==> src/hw/rtl/pip_ram.sv <==
module pip_ram #(
  parameter int WIDTH = 64,
  parameter int DEPTH = 64
) (
  input  logic                     clk_i,
  input  logic                     we_i,
  input  logic [$clog2(DEPTH)-1:0] waddr_i,
  input  logic [WIDTH-1:0]         wdata_i,
  input  logic [$clog2(DEPTH)-1:0] raddr_i,
  output logic [WIDTH-1:0]         rdata_o
);
  logic [WIDTH-1:0] mem_q [DEPTH];
  logic [WIDTH-1:0] rdata_q;

  always_ff @(posedge clk_i) begin
    if (we_i) begin
      mem_q[waddr_i] <= wdata_i;
    end
    rdata_q <= mem_q[raddr_i];
  end

  assign rdata_o = rdata_q;
endmodule

==> config.mk <==
export PLATFORM = sky130hd
export DESIGN_NAME = pip_ram
export DESIGN_NICKNAME = d
export VERILOG_FILES = /design/src/hw/rtl/pip_ram.sv
export SDC_FILE = /design/constraint.sdc
export NUM_CORES = 2
export LEC_CHECK = 0
export BUFFER_PORTS_ARGS = -buffer_cell sky130_fd_sc_hd__clkbuf_2
export CORE_MARGIN = 2
export CORE_UTILIZATION = 40
export CTS_BUF_LIST = sky130_fd_sc_hd__clkbuf_4 sky130_fd_sc_hd__clkbuf_8 sky130_fd_sc_hd__clkbuf_16
export DETAILED_ROUTE_END_ITERATION = 6
export GPL_TIMING_DRIVEN = 0
export SKIP_LAST_GASP = 1
export SYNTH_ARGS = -nofsm -noshare
export SYNTH_HDL_FRONTEND = slang
export SYNTH_SLANG_ARGS = --single-unit
==> constraint.sdc <==
create_clock -name clk_i -period 8.8 [get_ports clk_i]
set_input_delay 2.64 -clock clk_i [delete_from_list [all_inputs] [get_ports clk_i]]
set_output_delay 2.64 -clock clk_i [all_outputs]
set_load 0.01 [all_outputs]
==> reports/results.tsv <==
metric	value	unit
outcome	finished, violations left	
failing checks	capacitance limit, slew limit	
worst path required time	9.51	ns
initial antenna violation count	54	
sequential element share of the synthesized area	79.5	%
most frequent cells in the layout	4096 x edfxtp_1, 1024 x mux4_2, 419 x clkbuf_16	
VDD IR max	186	uV
Tcrit/Tclk final	71.7	%
CTS clk-pin slew, worst paths	0.06	ns
CTS tree	yes	
Worst Skew	0.0410	ns
die extent in y	629	um
cells after synthesis	6598	
Die W	629	um
unrepaired setup endpoints after global routing	false	
Hold Vio Cnt, Final	0	
Net Count, Synth	6676	
final net count	7470	
Routed WL	433000	um
slew margin rel.	-3.31	%
WP data arrival	7.02	ns
detailed placement HPWL	289000	um
worst min-delay path startpoint	mem_q[38][34]	
power per standard cell area	228	nW/um2
Iter 0 DRT Violations	10500	
worst hold path class	flip-flop to flip-flop	
die area	396000	um2
Skew-Pair Late Insertion Delay	0.97	ns
Layout area overhead	16.6	%
first-pass GRT wire length	599000	um
Total GRT Usage	21.5	%
vias in the first global route	76000	
DRT antenna net count	0	
Port Buffer Count	133	
share of cells above drive strength 1	30.8	%
max cap viols	1	
Ys Warns	0	
fin. max-slew vios	2	
post-layout min period	6.31	ns
most common cell after layout, fill and taps aside	edfxtp_1	
Synth Cell Area	156000	um2
hold_buf cts	0	
Core Region	389000	um2
count of cell types in the netlist	33	
gr ovfl total	0	
CTS H-tree depth	5	
fmax	158	MHz
r2r startpoint	mem_q[50][47]	
vias per cell	5.85	
largest net degree at the start of global routing	65	
drt pass-1 iters	5	
Util after Layout	46.9	%
Residual DRC	0	
Yosys reg bits	4160	
initial core utilization	40.2	%
root buffer cell	clkbuf_16	
post-CTS sizing	0	
total CTS buffers	411	
Slew @ Worst Pin	1.54	ns
Final Power	41.6	mW
CP startpoint	raddr_i[0]	
P_leak	57.0	nW
fin area	182000	um2
Setup crit start kind	input pin	
Core Rows	229	
crit-path max FO	10	
WS Path Type	input pin to flip-flop	
Setup crit end kind	flip-flop	
worst setup margin	2.49	ns
post-CTS setup buffers	0	
WL/cell	33.4	um
final setup fails	0	
# clock sinks	4160	
dpl ws	1.82	ns
via count	75700	
CTS Buffer Depth	4	
Cell Area, Placed	168000	um2
Post-Syn Area per Cell	23.7	um2
IO Count	142	
RD Place Congestion	0.831	
[final timing paths]
| check | slack [ns] | endpoint | depth (start not counted) |
|---|---|---|---|
| setup / recovery | 2.49 | rdata_o[47] | 8 |
| hold / removal | 0.93 | rdata_o[34] | 4 |
| setup reg to reg | 5.61 | rdata_o[47] | 5 |
| hold reg to reg | 0.93 | rdata_o[34] | 4 |
[registers in the layout, summed over array words and instances, names as in the netlist]
signal,flops
rdata_o,64
mem_q,4096
[cells in the mapped netlist, drive strengths merged]
library cell | instances | area, um2
and3 | 64 | 400
or2 | 28 | 175
and2 | 3 | 18.8
nor2b | 28 | 175
nand2b | 11 | 68.8
nand3b | 2 | 15.0
a31oi | 18 | 113
clkbuf | 140 | 526
a211oi | 63 | 473
nand2 | 58 | 218
a31o | 1 | 8.76
nand4 | 2 | 12.5
inv | 19 | 71.3
mux2i | 135 | 1350
a22oi | 168 | 1260
mux4 | 1024 | 23100
edfxtp | 4096 | 123000
nand3 | 45 | 225
nor3 | 2 | 10.0
o221ai | 38 | 333
nor2 | 112 | 420
dfxtp | 64 | 1280
or3 | 29 | 181
or3b | 1 | 8.76
nand4b | 1 | 8.76
a41oi | 26 | 228
a2bb2oi | 19 | 166
buf | 230 | 1250
o22ai | 83 | 519
a22o | 88 | 771
[through the flow]
step                TNS [ns]  cells  hold slack, ns
finish                     0  12900           0.928
global route               0  12900           0.956
CTS                        0  12900           0.946
detailed placement         0  12100           0.929
global placement    -7235.14  11900           0.932
floorplan                  0   6598           0.788
[critical path, cell delays in order]
cell and delay (ns):
buf_4 0.24, buf_2 0.73, buf_2 0.61, mux4_2 0.33, mux2i_1 0.12, o22ai_1 0.70
a31oi_1 0.30, a211oi_1 1.27
[cell type report]
| cell class | instances | area, um2 |
|---|---|---|
| Antenna cell | 13 | 32.5 |
| Buffer | 370 | 1780 |
| Clock buffer | 519 | 11300 |
| Clock inverter | 235 | 2040 |
| Fill cell | 31600 | 207000 |
| Inverter | 19 | 71.3 |
| Multi-Input combinational cell | 2049 | 30700 |
| Sequential cell | 4160 | 124000 |
| Tap cell | 5197 | 6500 |
| Timing Repair Buffer | 381 | 5630 |
[routing by layer]
layer | part of all wire (%) | vias to the layer above | track usage, %
li1 | - | 30100 | -
met1 | 39 | 41100 | 29.2
met2 | 49 | 3714 | 35.6
met3 | 8.6 | 695 | 3.58
met4 | 3.5 | 20 | 6.83
met5 | 0.029 | - | 0
[report_power, final]
part           switching, mW  internal (mW)  total [mW]
clock network           7.42           9.94        17.4
logic                   1.46          0.745        2.21
registers             0.0416           21.9        22.0
total                   8.93           32.6        41.6
[kinds of logic (layout without fill, tap and decap cells)]
logic type             Yosys count  count (layout)  synth area share [%]
and+or+nand+nor                386             386                  1.24
other                            0              13                     0
muxes                         1159            1159                  15.6
buffers and inverters          389            1524                  1.18
DFF                           4160            4160                  79.5
AOI/OAI and AO/OA              504             504                  2.48
No activity file was read; power rests on OpenSTA's default activity.
