### src/hw/rtl/pip_pkg.sv
package pip_pkg;

  localparam int MAX_VERTICES_DEF = 64;
  localparam int COORD_BITS_DEF = 32;
  localparam int CORDIC_STEPS_DEF = 24;

  localparam int CW = 64;
  localparam int ZW = 32;
  localparam int DW = ZW + 1;
  localparam int SW = 44;

  localparam logic signed [ZW-1:0] PI_Q = 32'sd843314857;
  localparam logic signed [DW-1:0] TWO_PI_Q = 33'sd1686629714;

  localparam logic [1:0] CFG_THREE_D = 2'd0;
  localparam logic [1:0] CFG_Z_LOW = 2'd1;
  localparam logic [1:0] CFG_Z_HIGH = 2'd2;
  localparam logic [1:0] CFG_VCOUNT = 2'd3;

  typedef enum logic [6:0] {
    ST_IDLE = 7'b0000001,
    ST_RD   = 7'b0000010,
    ST_LOAD = 7'b0000100,
    ST_INIT = 7'b0001000,
    ST_ITER = 7'b0010000,
    ST_ACC  = 7'b0100000,
    ST_DONE = 7'b1000000
  } state_e;

  typedef struct packed {
    logic load_pt;
    logic ld_diff;
    logic init;
    logic iter;
    logic acc;
    logic first;
  } cmd_t;

  function automatic logic [ZW-1:0] atan_q28(input logic [4:0] i);
    logic [ZW-1:0] r;
    case (i)
      5'd0: r = 32'd210828714;
      5'd1: r = 32'd124459457;
      5'd2: r = 32'd65760959;
      5'd3: r = 32'd33381290;
      5'd4: r = 32'd16755422;
      5'd5: r = 32'd8385879;
      5'd6: r = 32'd4193963;
      5'd7: r = 32'd2097109;
      5'd8: r = 32'd1048571;
      5'd9: r = 32'd524287;
      5'd10: r = 32'd262144;
      5'd11: r = 32'd131072;
      5'd12: r = 32'd65536;
      5'd13: r = 32'd32768;
      5'd14: r = 32'd16384;
      5'd15: r = 32'd8192;
      5'd16: r = 32'd4096;
      5'd17: r = 32'd2048;
      5'd18: r = 32'd1024;
      5'd19: r = 32'd512;
      5'd20: r = 32'd256;
      5'd21: r = 32'd128;
      5'd22: r = 32'd64;
      5'd23: r = 32'd32;
      5'd24: r = 32'd16;
      5'd25: r = 32'd8;
      5'd26: r = 32'd4;
      5'd27: r = 32'd2;
      5'd28: r = 32'd1;
      5'd29: r = 32'd1;
      default: r = 32'd0;
    endcase
    return r;
  endfunction

endpackage

### src/hw/rtl/pip_ctrl.sv
module pip_ctrl #(
  parameter int MAX_VERTICES = 64,
  parameter int CORDIC_STEPS = 24
) (
  input  logic                              clk_i,
  input  logic                              rst_ni,
  input  logic                              start,
  input  logic                              req_type_i,
  input  logic                              z_out_i,
  input  logic [$clog2(MAX_VERTICES):0]     n_i,
  output logic                              busy,
  output logic                              res_valid_o,
  output logic [$clog2(MAX_VERTICES)-1:0]   raddr_o,
  output logic [4:0]                        step_o,
  output pip_pkg::cmd_t                     cmd_o
);
  import pip_pkg::*;

  localparam int AW = $clog2(MAX_VERTICES);

  state_e state_q, state_d;
  logic [AW:0] k_q, k_d;
  logic [4:0] step_q, step_d;
  logic accept;

  assign accept = start && (state_q == ST_IDLE);

  always_comb begin
    state_d = state_q;
    k_d = k_q;
    step_d = step_q;
    cmd_o = '0;
    cmd_o.first = (k_q == '0);
    unique case (state_q)
      ST_IDLE: begin
        if (accept && req_type_i) begin
          cmd_o.load_pt = 1'b1;
          k_d = '0;
          state_d = z_out_i ? ST_DONE : ST_RD;
        end
      end
      ST_RD: state_d = ST_LOAD;
      ST_LOAD: begin
        cmd_o.ld_diff = 1'b1;
        state_d = ST_INIT;
      end
      ST_INIT: begin
        cmd_o.init = 1'b1;
        step_d = '0;
        state_d = ST_ITER;
      end
      ST_ITER: begin
        cmd_o.iter = 1'b1;
        step_d = step_q + 5'd1;
        if (step_q == 5'(CORDIC_STEPS - 1)) begin
          state_d = ST_ACC;
        end
      end
      ST_ACC: begin
        cmd_o.acc = 1'b1;
        k_d = k_q + 1'b1;
        state_d = (k_q == n_i) ? ST_DONE : ST_RD;
      end
      ST_DONE: state_d = ST_IDLE;
      default: state_d = ST_IDLE;
    endcase
  end

  always_ff @(posedge clk_i or negedge rst_ni) begin
    if (!rst_ni) begin
      state_q <= ST_IDLE;
      k_q <= '0;
      step_q <= '0;
    end else begin
      state_q <= state_d;
      k_q <= k_d;
      step_q <= step_d;
    end
  end

  assign busy = (state_q != ST_IDLE);
  assign res_valid_o = (state_q == ST_DONE);
  assign raddr_o = (k_q == n_i) ? '0 : k_q[AW-1:0];
  assign step_o = step_q;
endmodule

### config.mk
export PLATFORM = sky130hd
export DESIGN_NAME = pip_ctrl
export DESIGN_NICKNAME = d
export VERILOG_FILES = /design/src/hw/rtl/pip_pkg.sv /design/src/hw/rtl/pip_ctrl.sv
export SDC_FILE = /design/constraint.sdc
export NUM_CORES = 1
export LEC_CHECK = 0
export BUFFER_PORTS_ARGS = -buffer_cell sky130_fd_sc_hd__buf_2
export CORE_AREA = 2 2 52 54
export CTS_BUF_LIST = sky130_fd_sc_hd__clkbuf_2 sky130_fd_sc_hd__clkbuf_4 sky130_fd_sc_hd__clkbuf_8
export CTS_CLUSTER_DIAMETER = 30
export DETAILED_ROUTE_END_ITERATION = 8
export DIE_AREA = 0 0 54 56
export PLACE_DENSITY = 0.72
export SYNTH_ARGS = -nofsm -noshare
export SYNTH_HDL_FRONTEND = slang
export SYNTH_SLANG_ARGS = --single-unit
### constraint.sdc
create_clock -name clk_i -period 1.9 [get_ports clk_i]
set_clock_uncertainty 0.1 [all_clocks]
set_input_delay 0.285 -clock clk_i [delete_from_list [all_inputs] [get_ports clk_i]]
set_output_delay 0.285 -clock clk_i [all_outputs]
set_load 0.01 [all_outputs]
==> metrics.txt <==
status=finished with violations; failing checks=negative setup slack; Post-synth ARST share=100%; syn nets=138; Non-Filler Instances=228; commonest cells after routing, fill and taps aside=buf_4, buf_2, dfrtp_1, xor2_1, buf_6; MaxCap Viol Count=0; slowest CP cell=or4_4; Switching Fraction=38.2%; Slew headroom=71.5%; Logic pwr share=53.8%; fraction of layout cells with a size suffix above 1=53.5%; final hold vios=0; Yosys cell types=39; CTS Root Cell=clkbuf_4; Initial DRT Pass Iterations=4; pre-CTS setup slack=0.0277 ns; Max Freq=0.474 GHz; hold crit path type=input port to register; number of buffers created by CTS=3; Setup crit end kind=output pin; clock power share=15.1%; Slew @ Worst Pin=0.428 ns; fin crit share=111%; Final min period=2.11 ns; DRT antenna net count=0; vias in the first global route=1282; max incr delay on CP=0.56 ns; total global-route track usage=25.8%; Vias/cell=5.79; initial core utilization=48.1%; Fillers=155; first-pass GRT wire length=5750 µm; drt drc=0; Placeable Area=0.00243 mm²; worst skew pair latency=0.32 ns; worst vdd ir=0.737 mV; Final Max Slew Viols=0; Layout Nets=214; CP startpoint kind=register; RePlAce Congestion=0.852; RSZ-0062 raised after global routing=yes; Ant. Diodes=0; Yosys Warn Count=0; Power Dens Cells=855 mW/mm²; category of the most critical setup path=register to output pin; Multi-input gate area=771 µm²; CTS clk-pin slew, worst paths=0.11 ns; grt total ovfl=0; TNS Setup=-2.06 ns; cells along the critical path=or4_4, nor3_4, inv_2, nor2_4, buf_6; Syn Inst Count=123; synthesis-to-layout area growth=58.8%; Reg area=478 µm²; Row Count=18; Top FF cell, synth=dfrtp_1; worst r2r src=state_q[6]; clk buf depth=2; Buf/Inv on CP=2; I/O pin count=31; sequential share of power=31.1%; number of port buffers=30; Worst EP arrival=1.73 ns; crit path to=cmd_o[5]; PnR worst setup slack=-0.211 ns; Seq/Total Area, Yosys=40.7%; Post-Place Cells=201; pin count of the biggest net entering global routing=20; P_sw=607 µW; crit path max fanout=3; Die Width=54 µm; CTS tree=done; drt first-iter violations=40; Reg-to-Reg End=k_q[5]; routed length per instance=17.2 µm; Avg Cell Area, Syn=9.51 µm²; Final setup viols=16; required time of the critical path=1.51 ns; leak pwr=0.000967 µW; clock net sink count=19; FF-to-FF path depth=5; delay-heaviest family, CP=simple AND/OR/NAND/NOR gates; WL final=3930 µm; antenna violations before repair=0; Post-Syn Area=0.00117 mm²; Post-synth EDFFs=0; CTS H-Tree Depth=1; crit path from=state_q[6]; DP HPWL=2360 µm; Seq cells post-synth=19; Cell Area, Placed=0.00150 mm²; Die Footprint=0.00302 mm²; Reg2Reg Setup Slack=-0.14 ns; Internal=981 µW; most common cell after layout, fill and taps aside=buf_4; vias=1319; design area=0.00186 mm²; Die H=56 µm; stages on the worst setup path=5
==> tightest hold or removal path, delay by kind of cell <==
family	cells	cell delay, ns
buffers and inverters	1	0.11
AO/OA/AOI/OAI	1	0.05
AND/OR/NAND/NOR	1	0.08
==> power by group through the flow <==
stage,logic (µW),clock network [µW],registers [µW]
after floorplan,311,0,516
after global placement,538,0,488
after detailed placement,558,0,490
after CTS,683,232,484
after global routing,905,256,497
final,854,239,494
==> synth_stat cells, types with 2 or more instances <==
cell      count  area [µm²]
nor3_1        3        15.0
inv_1         5        18.8
xor2_1       12         105
nand4_1       2        12.5
o31ai_1       4        30.0
nor2_1        7        26.3
o21ai_0       4        20.0
or4_4         2        22.5
o211ai_1      3        22.5
o21ai_1       2        10.0
nand3_1      12        60.1
a21oi_1       6        30.0
nand2_1       7        26.3
dfrtp_1      18         450
and4_1        2        17.5
a21o_1        2        15.0
a22o_1        2        17.5
nor3_2        2        20.0
ha_1          3        37.5
and2_1        4        25.0
nor4_1        2        12.5
and3_1        2        12.5
==> through the flow <==
stage | utilization (%) | hold slack [ns] | total power, µW
4_1_cts | 70.7 | 0.116 | 1400
5_1_grt | 76.4 | 0.139 | 1660
6_report | 76.4 | 0.146 | 1590
3_5_place_dp | 61.7 | 0.150 | 1050
2_1_floorplan | - | -0.111 | 827
3_3_place_gp | 61.7 | 0.148 | 1030
==> state kept, by name, indices dropped and copies added (netlist names) <==
signal	count
k_q	7
step_o	5
state_q	7
==> metal layers <==
layer  GRT usage, %  up-vias  wire (µm)
li1               -      609          -
met2           45.3       58       2060
met3           3.49       12        213
met1           30.6      640       1570
met4           9.64        0         95
met5              0        -          0
==> worst min path at each step <==
stage                     startpoint    endpoint  slack [ns]  depth (start not counted)
final                        z_out_i  state_q[6]        0.15                          3
after global routing         z_out_i  state_q[6]        0.14                          3
after CTS                    z_out_i  state_q[6]        0.12                          3
after detailed placement      rst_ni      k_q[4]        0.15                          1
after global placement        rst_ni      k_q[4]        0.15                          1
after floorplan               rst_ni      k_q[0]       -0.11                          0
==> cells by family (layout without fill, tap and decap cells) <==
logic type                 count (synthesis)  count (layout)  synth area share (%)
DFF                                       19              19                  40.7
buffers and inverters                      8              83                  3.21
and+or+nand+nor                           53              53                  27.4
adders and majority gates                  3               3                  3.21
AOI/OAI and AO/OA                         28              28                  16.5
xor gates and xnor gates                  12              12                  8.98
==> timing repair <==
action / CTS / global route
setup endpoints to repair: 13 / 21
endpoints found under the hold margin: 18 / 0
hold buffers: 1 / 0
pin swaps: 13 / 6
resized for setup: 17 / 18
setup buffers: 15 / 7
==> area by class of cell <==
class                   count  area share [%]
multi-input cells          96            41.5
clock buffers               4            1.62
inverters                   6            1.21
well taps                  30            2.02
repair buffers             73            27.9
flip-flops and latches     19            25.7
No activity file was read; power rests on OpenSTA's default activity.
